`src/sv/bchd_pkg.sv`:
```
// ----------------------------------------------------------------------------
// bchd_pkg
// Shared types and constants of the button click / hold detector.
// ----------------------------------------------------------------------------
package bchd_pkg;

  // Geometry
  localparam int NUM_PINS    = 8;                        // 1 .. 8
  localparam int COUNT_WIDTH = 14;                       // 4 .. 30
  localparam int SLOTS       = 2 * NUM_PINS;             // two events per pin
  localparam int QUEUE_DEPTH = 2;                        // power of two
  localparam int QPTR_W      = (QUEUE_DEPTH > 1) ? $clog2(QUEUE_DEPTH) : 1;
  localparam int QCNT_W      = $clog2(QUEUE_DEPTH + 1);

  // Fixed field widths
  localparam int LEVEL_W    = 8;
  localparam int PIN_IDX_W  = 3;
  localparam int KIND_W     = 2;
  localparam int HELD_W     = 14;
  localparam int CFG_W      = 14;
  localparam int CFG_IDX_W  = 3;
  localparam int CMP_W      = ((COUNT_WIDTH > CFG_W) ? COUNT_WIDTH : CFG_W) + 1;

  localparam logic [COUNT_WIDTH-1:0] COUNT_MAX = {COUNT_WIDTH{1'b1}};

  // Register reset values
  localparam logic [7:0]       RST_PIN_MASK   = 8'hFF;
  localparam logic [CFG_W-1:0] RST_TICK_STEP  = CFG_W'(1);
  localparam logic [CFG_W-1:0] RST_CLICK_LIM  = CFG_W'(50);
  localparam logic [CFG_W-1:0] RST_PRESS_THR  = CFG_W'(100);

  // Register indexes
  typedef enum logic [CFG_IDX_W-1:0] {
    CFG_PIN_MASK    = 3'd0,
    CFG_ACTIVE_HIGH = 3'd1,
    CFG_TICK_STEP   = 3'd2,
    CFG_CLICK_EN    = 3'd3,
    CFG_CLICK_LIM   = 3'd4,
    CFG_HOLD_EN     = 3'd5,
    CFG_PRESS_THR   = 3'd6
  } cfg_idx_e;

  // Pin machine states
  typedef enum logic [3:0] {
    ST_IDLE     = 4'b0001,
    ST_DEB_ACT  = 4'b0010,
    ST_ACTIVE   = 4'b0100,
    ST_DEB_IDLE = 4'b1000
  } pin_state_e;

  // Event codes
  typedef enum logic [KIND_W-1:0] {
    EV_CLICK = 2'd0,
    EV_HELD  = 2'd1,
    EV_LONG  = 2'd2
  } event_kind_e;

  // Configuration set
  typedef struct packed {
    logic [7:0]       pin_mask;
    logic             active_high;
    logic [CFG_W-1:0] tick_step;
    logic             click_en;
    logic [CFG_W-1:0] click_limit;
    logic             hold_en;
    logic [CFG_W-1:0] press_thr;
  } cfg_t;

  // Events of one sample: slot 2p+1 is the click or held event of pin p,
  // slot 2p its long release
  typedef struct packed {
    logic [SLOTS-1:0]                ev_mask;
    logic [NUM_PINS-1:0]             held;
    logic [NUM_PINS-1:0][HELD_W-1:0] count;
  } rec_t;

endpackage

```
`src/sv/button_click_hold_detector.sv`:
```
// ----------------------------------------------------------------------------
// button_click_hold_detector
// Eight-pin button click / hold detector with queue-style ports.
// ----------------------------------------------------------------------------
// Path: a sample's results pass the queue, the record register and result stage.
// Throughput: one sample a cycle while the queue has room; results leave one
//   a cycle unless pop stalls them; a sample yields up to 16 results.
// Reset: pin machines idle with count zero, registers at their reset values,
//   queue and result stage empty; no clearing pass.
module button_click_hold_detector import bchd_pkg::*; (
  input  logic                 clk_i,
  input  logic                 rst_ni,
  input  logic                 cfg_we_i,
  input  logic [CFG_IDX_W-1:0] cfg_idx_i,
  input  logic [CFG_W-1:0]     cfg_data_i,
  input  logic                 push,
  output logic                 full,
  input  logic [LEVEL_W-1:0]   port_levels_i,
  input  logic                 pop,
  output logic                 empty,
  output logic [PIN_IDX_W-1:0] pin_index_o,
  output logic [KIND_W-1:0]    event_kind_o,
  output logic [HELD_W-1:0]    held_count_o,
  output logic                 last_event_o
);

  cfg_t cfg_q;
  logic take;
  logic rec_valid;
  rec_t rec;
  logic q_rd;
  rec_t q_data;
  logic q_full;
  logic q_empty;

  // Decode register writes
  always_ff @(posedge clk_i or negedge rst_ni) begin
    if (!rst_ni) begin
      cfg_q.pin_mask    <= RST_PIN_MASK;
      cfg_q.active_high <= 1'b0;
      cfg_q.tick_step   <= RST_TICK_STEP;
      cfg_q.click_en    <= 1'b1;
      cfg_q.click_limit <= RST_CLICK_LIM;
      cfg_q.hold_en     <= 1'b1;
      cfg_q.press_thr   <= RST_PRESS_THR;
    end else if (cfg_we_i) begin
      unique case (cfg_idx_e'(cfg_idx_i))
        CFG_PIN_MASK:    cfg_q.pin_mask    <= cfg_data_i[7:0];
        CFG_ACTIVE_HIGH: cfg_q.active_high <= cfg_data_i[0];
        CFG_TICK_STEP:   cfg_q.tick_step   <= cfg_data_i;
        CFG_CLICK_EN:    cfg_q.click_en    <= cfg_data_i[0];
        CFG_CLICK_LIM:   cfg_q.click_limit <= cfg_data_i;
        CFG_HOLD_EN:     cfg_q.hold_en     <= cfg_data_i[0];
        CFG_PRESS_THR:   cfg_q.press_thr   <= cfg_data_i;
        default: ;
      endcase
    end
  end

  // Accept a request while the queue has room
  assign full = q_full;
  assign take = push && !q_full;

  bchd_front u_front (
    .clk_i         (clk_i),
    .rst_ni        (rst_ni),
    .cfg_i         (cfg_q),
    .take_i        (take),
    .port_levels_i (port_levels_i),
    .rec_valid_o   (rec_valid),
    .rec_o         (rec)
  );

  bchd_queue u_queue (
    .clk_i     (clk_i),
    .rst_ni    (rst_ni),
    .wr_i      (rec_valid),
    .wr_data_i (rec),
    .rd_i      (q_rd),
    .rd_data_o (q_data),
    .full_o    (q_full),
    .empty_o   (q_empty)
  );

  bchd_back u_back (
    .clk_i        (clk_i),
    .rst_ni       (rst_ni),
    .q_empty_i    (q_empty),
    .q_data_i     (q_data),
    .q_rd_o       (q_rd),
    .pop          (pop),
    .empty        (empty),
    .pin_index_o  (pin_index_o),
    .event_kind_o (event_kind_o),
    .held_count_o (held_count_o),
    .last_event_o (last_event_o)
  );

endmodule

```
`src/sv/bchd_front.sv`:
```
// ----------------------------------------------------------------------------
// bchd_front
// Runs the watched pin machines on one sample and packs the resulting events.
// ----------------------------------------------------------------------------
module bchd_front import bchd_pkg::*; (
  input  logic               clk_i,
  input  logic               rst_ni,
  input  cfg_t               cfg_i,
  input  logic               take_i,
  input  logic [LEVEL_W-1:0] port_levels_i,
  output logic               rec_valid_o,
  output rec_t               rec_o
);

  pin_state_e                    st_q [NUM_PINS];
  pin_state_e                    st_d [NUM_PINS];
  logic [COUNT_WIDTH-1:0]        cnt_q [NUM_PINS];
  logic [COUNT_WIDTH-1:0]        cnt_d [NUM_PINS];

  // Next state and events of every pin, all pins in parallel
  always_comb begin
    logic                   pressed;
    logic [CMP_W-1:0]       sum;
    logic [COUNT_WIDTH-1:0] cnt_adv;
    logic                   thr_hit;
    logic                   clk_hit;
    rec_o = '0;
    for (int p = 0; p < NUM_PINS; p++) begin
      st_d[p]  = st_q[p];
      cnt_d[p] = cnt_q[p];
      pressed  = (port_levels_i[p] == cfg_i.active_high);
      sum      = CMP_W'(cnt_q[p]) + CMP_W'(cfg_i.tick_step);
      cnt_adv  = (sum > CMP_W'(COUNT_MAX)) ? COUNT_MAX : sum[COUNT_WIDTH-1:0];
      thr_hit  = cfg_i.hold_en && (CMP_W'(cfg_i.press_thr) <= CMP_W'(cnt_adv));
      clk_hit  = cfg_i.click_en && (CMP_W'(cfg_i.click_limit) >= CMP_W'(cnt_adv));
      rec_o.count[p] = HELD_W'(cnt_adv);
      if (cfg_i.pin_mask[p]) begin
        cnt_d[p] = cnt_adv;
        unique case (st_q[p])
          ST_IDLE: begin
            if (pressed) begin
              st_d[p]  = ST_DEB_ACT;
              cnt_d[p] = '0;
            end
          end
          ST_DEB_ACT: begin
            if (pressed) begin
              st_d[p]              = ST_ACTIVE;
              rec_o.ev_mask[2*p+1] = thr_hit;
              rec_o.held[p]        = 1'b1;
            end else begin
              st_d[p]  = ST_IDLE;
              cnt_d[p] = '0;
            end
          end
          ST_ACTIVE: begin
            if (pressed) begin
              rec_o.ev_mask[2*p+1] = thr_hit;
              rec_o.held[p]        = 1'b1;
            end else begin
              st_d[p] = ST_DEB_IDLE;
            end
          end
          ST_DEB_IDLE: begin
            if (pressed) begin
              st_d[p] = ST_ACTIVE;
            end else begin
              rec_o.ev_mask[2*p+1] = clk_hit;
              rec_o.ev_mask[2*p]   = thr_hit;
              st_d[p]              = ST_IDLE;
              cnt_d[p]             = '0;
            end
          end
          default: begin
            st_d[p]  = ST_IDLE;
            cnt_d[p] = '0;
          end
        endcase
      end
    end
  end

  // Queue the sample only when it raises an event
  assign rec_valid_o = take_i && (|rec_o.ev_mask);

  // Advance the pin machines on each accepted sample
  always_ff @(posedge clk_i or negedge rst_ni) begin
    if (!rst_ni) begin
      for (int p = 0; p < NUM_PINS; p++) begin
        st_q[p]  <= ST_IDLE;
        cnt_q[p] <= '0;
      end
    end else if (take_i) begin
      for (int p = 0; p < NUM_PINS; p++) begin
        st_q[p]  <= st_d[p];
        cnt_q[p] <= cnt_d[p];
      end
    end
  end

endmodule

```
`src/sv/bchd_queue.sv`:
```
// ----------------------------------------------------------------------------
// bchd_queue
// Short queue of event records between the front and the back.
// ----------------------------------------------------------------------------
module bchd_queue import bchd_pkg::*; (
  input  logic clk_i,
  input  logic rst_ni,
  input  logic wr_i,
  input  rec_t wr_data_i,
  input  logic rd_i,
  output rec_t rd_data_o,
  output logic full_o,
  output logic empty_o
);

  rec_t              mem_q [QUEUE_DEPTH];
  logic [QPTR_W-1:0] wr_ptr_q;
  logic [QPTR_W-1:0] rd_ptr_q;
  logic [QCNT_W-1:0] cnt_q;

  assign full_o    = (cnt_q == QCNT_W'(QUEUE_DEPTH));
  assign empty_o   = (cnt_q == '0);
  assign rd_data_o = mem_q[rd_ptr_q];

  // Store a record
  always_ff @(posedge clk_i) begin
    if (wr_i) begin
      mem_q[wr_ptr_q] <= wr_data_i;
    end
  end

  // Advance pointers and fill level
  always_ff @(posedge clk_i or negedge rst_ni) begin
    if (!rst_ni) begin
      wr_ptr_q <= '0;
      rd_ptr_q <= '0;
      cnt_q    <= '0;
    end else begin
      if (wr_i) begin
        wr_ptr_q <= wr_ptr_q + QPTR_W'(1);
      end
      if (rd_i) begin
        rd_ptr_q <= rd_ptr_q + QPTR_W'(1);
      end
      if (wr_i && !rd_i) begin
        cnt_q <= cnt_q + QCNT_W'(1);
      end else if (rd_i && !wr_i) begin
        cnt_q <= cnt_q - QCNT_W'(1);
      end
    end
  end

endmodule

```
`src/sv/bchd_back.sv`:
```
// ----------------------------------------------------------------------------
// bchd_back
// Walks the events of each record, highest slot first, into the result stage.
// ----------------------------------------------------------------------------
module bchd_back import bchd_pkg::*; (
  input  logic                 clk_i,
  input  logic                 rst_ni,
  input  logic                 q_empty_i,
  input  rec_t                 q_data_i,
  output logic                 q_rd_o,
  input  logic                 pop,
  output logic                 empty,
  output logic [PIN_IDX_W-1:0] pin_index_o,
  output logic [KIND_W-1:0]    event_kind_o,
  output logic [HELD_W-1:0]    held_count_o,
  output logic                 last_event_o
);

  rec_t                 cur_q;
  logic                 out_valid_q;
  logic [PIN_IDX_W-1:0] pin_q;
  event_kind_e          kind_q;
  logic [HELD_W-1:0]    count_q;
  logic                 last_q;

  logic                 advance;
  logic                 have_ev;
  logic [SLOTS-1:0]     rest;
  logic [PIN_IDX_W-1:0] sel_pin;
  event_kind_e          sel_kind;
  logic [HELD_W-1:0]    sel_count;
  logic                 load;

  // Pick the highest pending slot
  always_comb begin
    sel_pin   = '0;
    sel_kind  = EV_CLICK;
    sel_count = '0;
    rest      = cur_q.ev_mask;
    for (int s = 0; s < SLOTS; s++) begin
      if (cur_q.ev_mask[s]) begin
        sel_pin   = PIN_IDX_W'(s >> 1);
        sel_count = cur_q.count[s >> 1];
        if ((s & 1) == 0) begin
          sel_kind = EV_LONG;
        end else if (cur_q.held[s >> 1]) begin
          sel_kind = EV_HELD;
        end else begin
          sel_kind = EV_CLICK;
        end
        rest = cur_q.ev_mask & ~(SLOTS'(1) << s);
      end
    end
  end

  assign have_ev = |cur_q.ev_mask;
  assign advance = !out_valid_q || pop;
  // Fetch the next record once the current one is used up
  assign load    = !q_empty_i && (!have_ev || (advance && (rest == '0)));
  assign q_rd_o  = load;

  // Hold the record being drained
  always_ff @(posedge clk_i or negedge rst_ni) begin
    if (!rst_ni) begin
      cur_q <= '0;
    end else if (load) begin
      cur_q <= q_data_i;
    end else if (advance && have_ev) begin
      cur_q.ev_mask <= rest;
    end
  end

  // Result stage
  always_ff @(posedge clk_i or negedge rst_ni) begin
    if (!rst_ni) begin
      out_valid_q <= 1'b0;
    end else if (advance) begin
      out_valid_q <= have_ev;
    end
  end

  always_ff @(posedge clk_i) begin
    if (advance && have_ev) begin
      pin_q   <= sel_pin;
      kind_q  <= sel_kind;
      count_q <= sel_count;
      last_q  <= (rest == '0);
    end
  end

  assign empty        = !out_valid_q;
  assign pin_index_o  = pin_q;
  assign event_kind_o = kind_q;
  assign held_count_o = count_q;
  assign last_event_o = last_q;

endmodule

```
`config.mk`:
```
export PLATFORM = sky130hd
export DESIGN_NAME = button_click_hold_detector
export DESIGN_NICKNAME = d
export VERILOG_FILES = /design/src/sv/bchd_pkg.sv /design/src/sv/button_click_hold_detector.sv /design/src/sv/bchd_front.sv /design/src/sv/bchd_queue.sv /design/src/sv/bchd_back.sv
export SDC_FILE = /design/constraint.sdc
export NUM_CORES = 2
export LEC_CHECK = 0
export ABC_AREA = 1
export BUFFER_PORTS_ARGS = -buffer_cell sky130_fd_sc_hd__buf_2
export CAP_MARGIN = 10
export CORE_MARGIN = 8
export CORE_UTILIZATION = 54
export DETAILED_ROUTE_END_ITERATION = 16
export HOLD_SLACK_MARGIN = 0.06
export PLACE_DENSITY = 0.73
export SYNTH_ARGS = -nofsm -noshare
export SYNTH_HDL_FRONTEND = slang
export SYNTH_SLANG_ARGS = --single-unit
```
`constraint.sdc`:
```
create_clock -name clk_i -period 9.2 [get_ports clk_i]
set_input_delay 1.38 -clock clk_i [delete_from_list [all_inputs] [get_ports clk_i]]
set_output_delay 1.38 -clock clk_i [all_outputs]
set_load 0.005 [all_outputs]
```
==> metrics.yaml <==
outcome: "finished, final reports clean"
cts-root-buf: "clkbuf_16"
skew_ns: 0.0316
grt.overflow.total: 0
ys.flop_type: "dfrtp_1"
grt_max_degree: 195
tritoncts: "done"
cpMaxStageDelayCell: "dfrtp_1"
setup_viol_count_final: 0
cts_made_buffers: 70
slowest_delay_ns: 0.91
drc_errors: 0
hold_slack_ns: 0.489
worstHoldStart: "u_back.cur_q[49]"
ys_ff_latch: 630
synth_warnings: 0
critPathCaptureType: "flip-flop"
synth_edf_count: 292
setup_tns_ns: 0
wl_per_cell_um: 21.2
finalCritPeriodShare_pct: 71.6
clock_latency_ns: 0.63
p_leak_nw: 20.6
post_cts_buffers: 0
worstSetupPathType: "reg2reg"
fp.dieW_um: 281
cp.required_ns: 9.47
cpMostUsedCell: "nand2_1"
swShare_pct: 46.5
clkTransAtPathRegs_ns: 0.06
vias_per_cell: 5.72
final-hold-violation-count: 0
rsz0062_at_grt: "no"
maxCapViolations: 0
fmax_ghz: 0.152
io_pins: 52
start_util_pct: 54.4
r2r_start: "cfg_q[34]"
combPwrFrac_pct: 49.2
internal_power_w: 0.00750
ys_seq_area_share_pct: 45.5
r2r_cells: 29
crit_arrival_ns: 6.86
ant_nets: 0
synthArstFlopShare_pct: 53.7
dieArea_mm2: 0.0790
syn_area_mm2: 0.0379
cts_buffer_depth: 3
routed_wl_mm: 119
cp_max_fo: 110
crit_family: "simple AND/OR/NAND/NOR gates"
grt_pass1_vias: 29700
p_clk_share_pct: 20.3
path_depth: 29
ctsResizeCount: 0
htreeDepth: 3
min_to: "u_back.cur_q[49]"
p_sw_w: 0.00651
seqPwrFrac_pct: 30.5
firstDrtPassIters: 6
hold_depth: 2
grt_pass1_wl_mm: 178
drv_slew: 0
io_buffers: 51
grt_usage_pct: 29.9
path_buf_inv: 5
ys_types: 59
avgSynthCellArea_um2: 8.25
cts_sinks: 630
ir_worst_vdd_uv: 164
ctsHoldBuffers: 0
syn_inst: 4602
hold_class: "reg2reg"
fin_crit_ns: 6.59
core_area_mm2: 0.0698
dr_total_vias: 32100
drt_iter0_markers: 3560
r2r_setup_slack_ns: 2.61
power_density_mw_per_mm2: 339
antenna_found_initial: 7
syn2layout_area_growth_pct: 8.87
dieHeight_um: 281
r2r-end: "u_queue.mem_q[0][80]"
drive_gt1_share_pct: 8.64
gp_congestion: 0.981
worst_pin_slew_ns: 1.30
synth_nets: 4897
power_w: 0.0140
row_count: 97
start_kind: "flip-flop"
relSlewSlack_pct: 13.4
place.detailed.hpwl_mm: 83.3
nNetsFinal: 4916
## placed cells by master (no fill, tap or decap), types with 10 or more instances in the layout
cell type	count
nand2_1	1126
inv_1	704
o21ai_0	382
dfrtp_1	312
nor2_1	307
edfxtp_1	292
ha_1	257
a21oi_1	185
nand3_1	169
o211ai_1	96
o21ai_1	89
clkbuf_16	73
nor3_1	56
o21bai_1	51
buf_2	50
nand2_2	43
nand4_1	41
nand3_2	29
a31oi_1	27
nand3b_1	25
dfstp_2	25
inv_2	24
nor2_2	23
o21ai_2	21
xnor2_1	20
buf_4	18
xor2_1	16
a22oi_1	15
clkinv_2	15
o221ai_1	14
clkbuf_1	13
nand2_4	10
nor2_4	10
## flip-flops by register name, indices dropped and copies added (netlist names), 2 cells and up
name / cells
u_front.st_q: 32
u_back.cur_q: 136
cfg_q: 53
u_back.event_kind_o: 2
u_queue.mem_q: 272
u_front.cnt_q: 112
u_queue.cnt_q: 2
u_back.pin_index_o: 3
u_back.held_count_o: 14
## synth_stat cells, types with 20 or more instances
master	n	area, um^2
nand3_1	169	846
nand3_2	29	290
dfrtp_1	313	7830
dfstp_2	25	657
nand4_1	41	257
edfxtp_1	292	8770
o211ai_1	96	721
nor3_1	56	280
inv_2	24	90.1
a21oi_1	185	926
clkbuf_1	85	319
nand2_1	1126	4230
ha_1	257	3220
o21ai_1	87	435
nand3b_1	25	188
o21ai_2	21	184
inv_1	705	2650
o21ai_0	385	1930
a31oi_1	27	169
o21bai_1	51	383
xnor2_1	20	175
nor2_1	310	1160
nand2_2	43	269
nor2_2	21	131
## how the worst max path moves through the flow
stage / from / end / slack [ns]
after detailed placement: cfg_q[34] / u_queue.mem_q[0][81] / 2.72
after global routing: cfg_q[32] / u_queue.mem_q[0][80] / 2.16
after global placement: cfg_q[34] / u_queue.mem_q[0][81] / 2.95
final: cfg_q[34] / u_queue.mem_q[0][80] / 2.61
after floorplan: cfg_q[32] / u_queue.mem_q[1][0] / 1.66
after CTS: cfg_q[32] / u_queue.mem_q[0][80] / 2.72
## final cells by class
cell class	instances	area (um^2)
antenna	1	2.50
multi-input combinational	3110	17300
sequential	630	17300
timing repair buffer	72	460
tap	940	1180
clock buffer	92	1960
clock inverter	34	345
inverter	737	2780
fill	6096	28500
## through the flow
step                      area [um^2]  worst slack [ns]  std cells  util, %
final                           41300              2.61       5616     59.2
after global routing            41300              2.16       5615     59.2
after detailed placement        39000              2.72       5489     55.9
after global placement          39000              2.95       5489     55.9
after floorplan                 38000              1.66       4602        -
after CTS                       41300              2.72       5615     59.2
## power groups by stage
stage	combinational (W)	clock [W]	sequential (W)
after floorplan	0.00470	0	0.00404
after global placement	0.00649	0	0.00428
after detailed placement	0.00666	0	0.00428
after CTS	0.00669	0.00288	0.00424
after global routing	0.00764	0.00299	0.00430
final	0.00689	0.00284	0.00427
## worst min-delay path: stages (launching register included)
cell,delay (ns)
dfrtp_1,0.34
nand2_1,0.06
o21ai_0,0.06
## layer usage
layer	routed length [um]	vias up	share of wire, %	track usage [%]
met5	0	-	0	0
met2	48500	1565	41	42.9
met1	49200	15000	41	42.5
li1	-	15200	-	-
met4	7050	0	5.9	15.7
met3	14200	302	12	5.92
## kinds of logic (layout without fill, tap and decap cells)
group | after synthesis | after routing | share of synthesized area (%)
other | 0 | 1 | 0
buffers and inverters | 862 | 935 | 8.98
xor gates and xnor gates | 36 | 36 | 0.831
AOI/OAI and AO/OA | 919 | 919 | 14.0
muxes | 9 | 9 | 0.237
DFF | 630 | 630 | 45.5
and+or+nand+nor | 1881 | 1881 | 21.6
adders and majority gates | 265 | 265 | 8.90
Power figures use the tool's default switching activity.
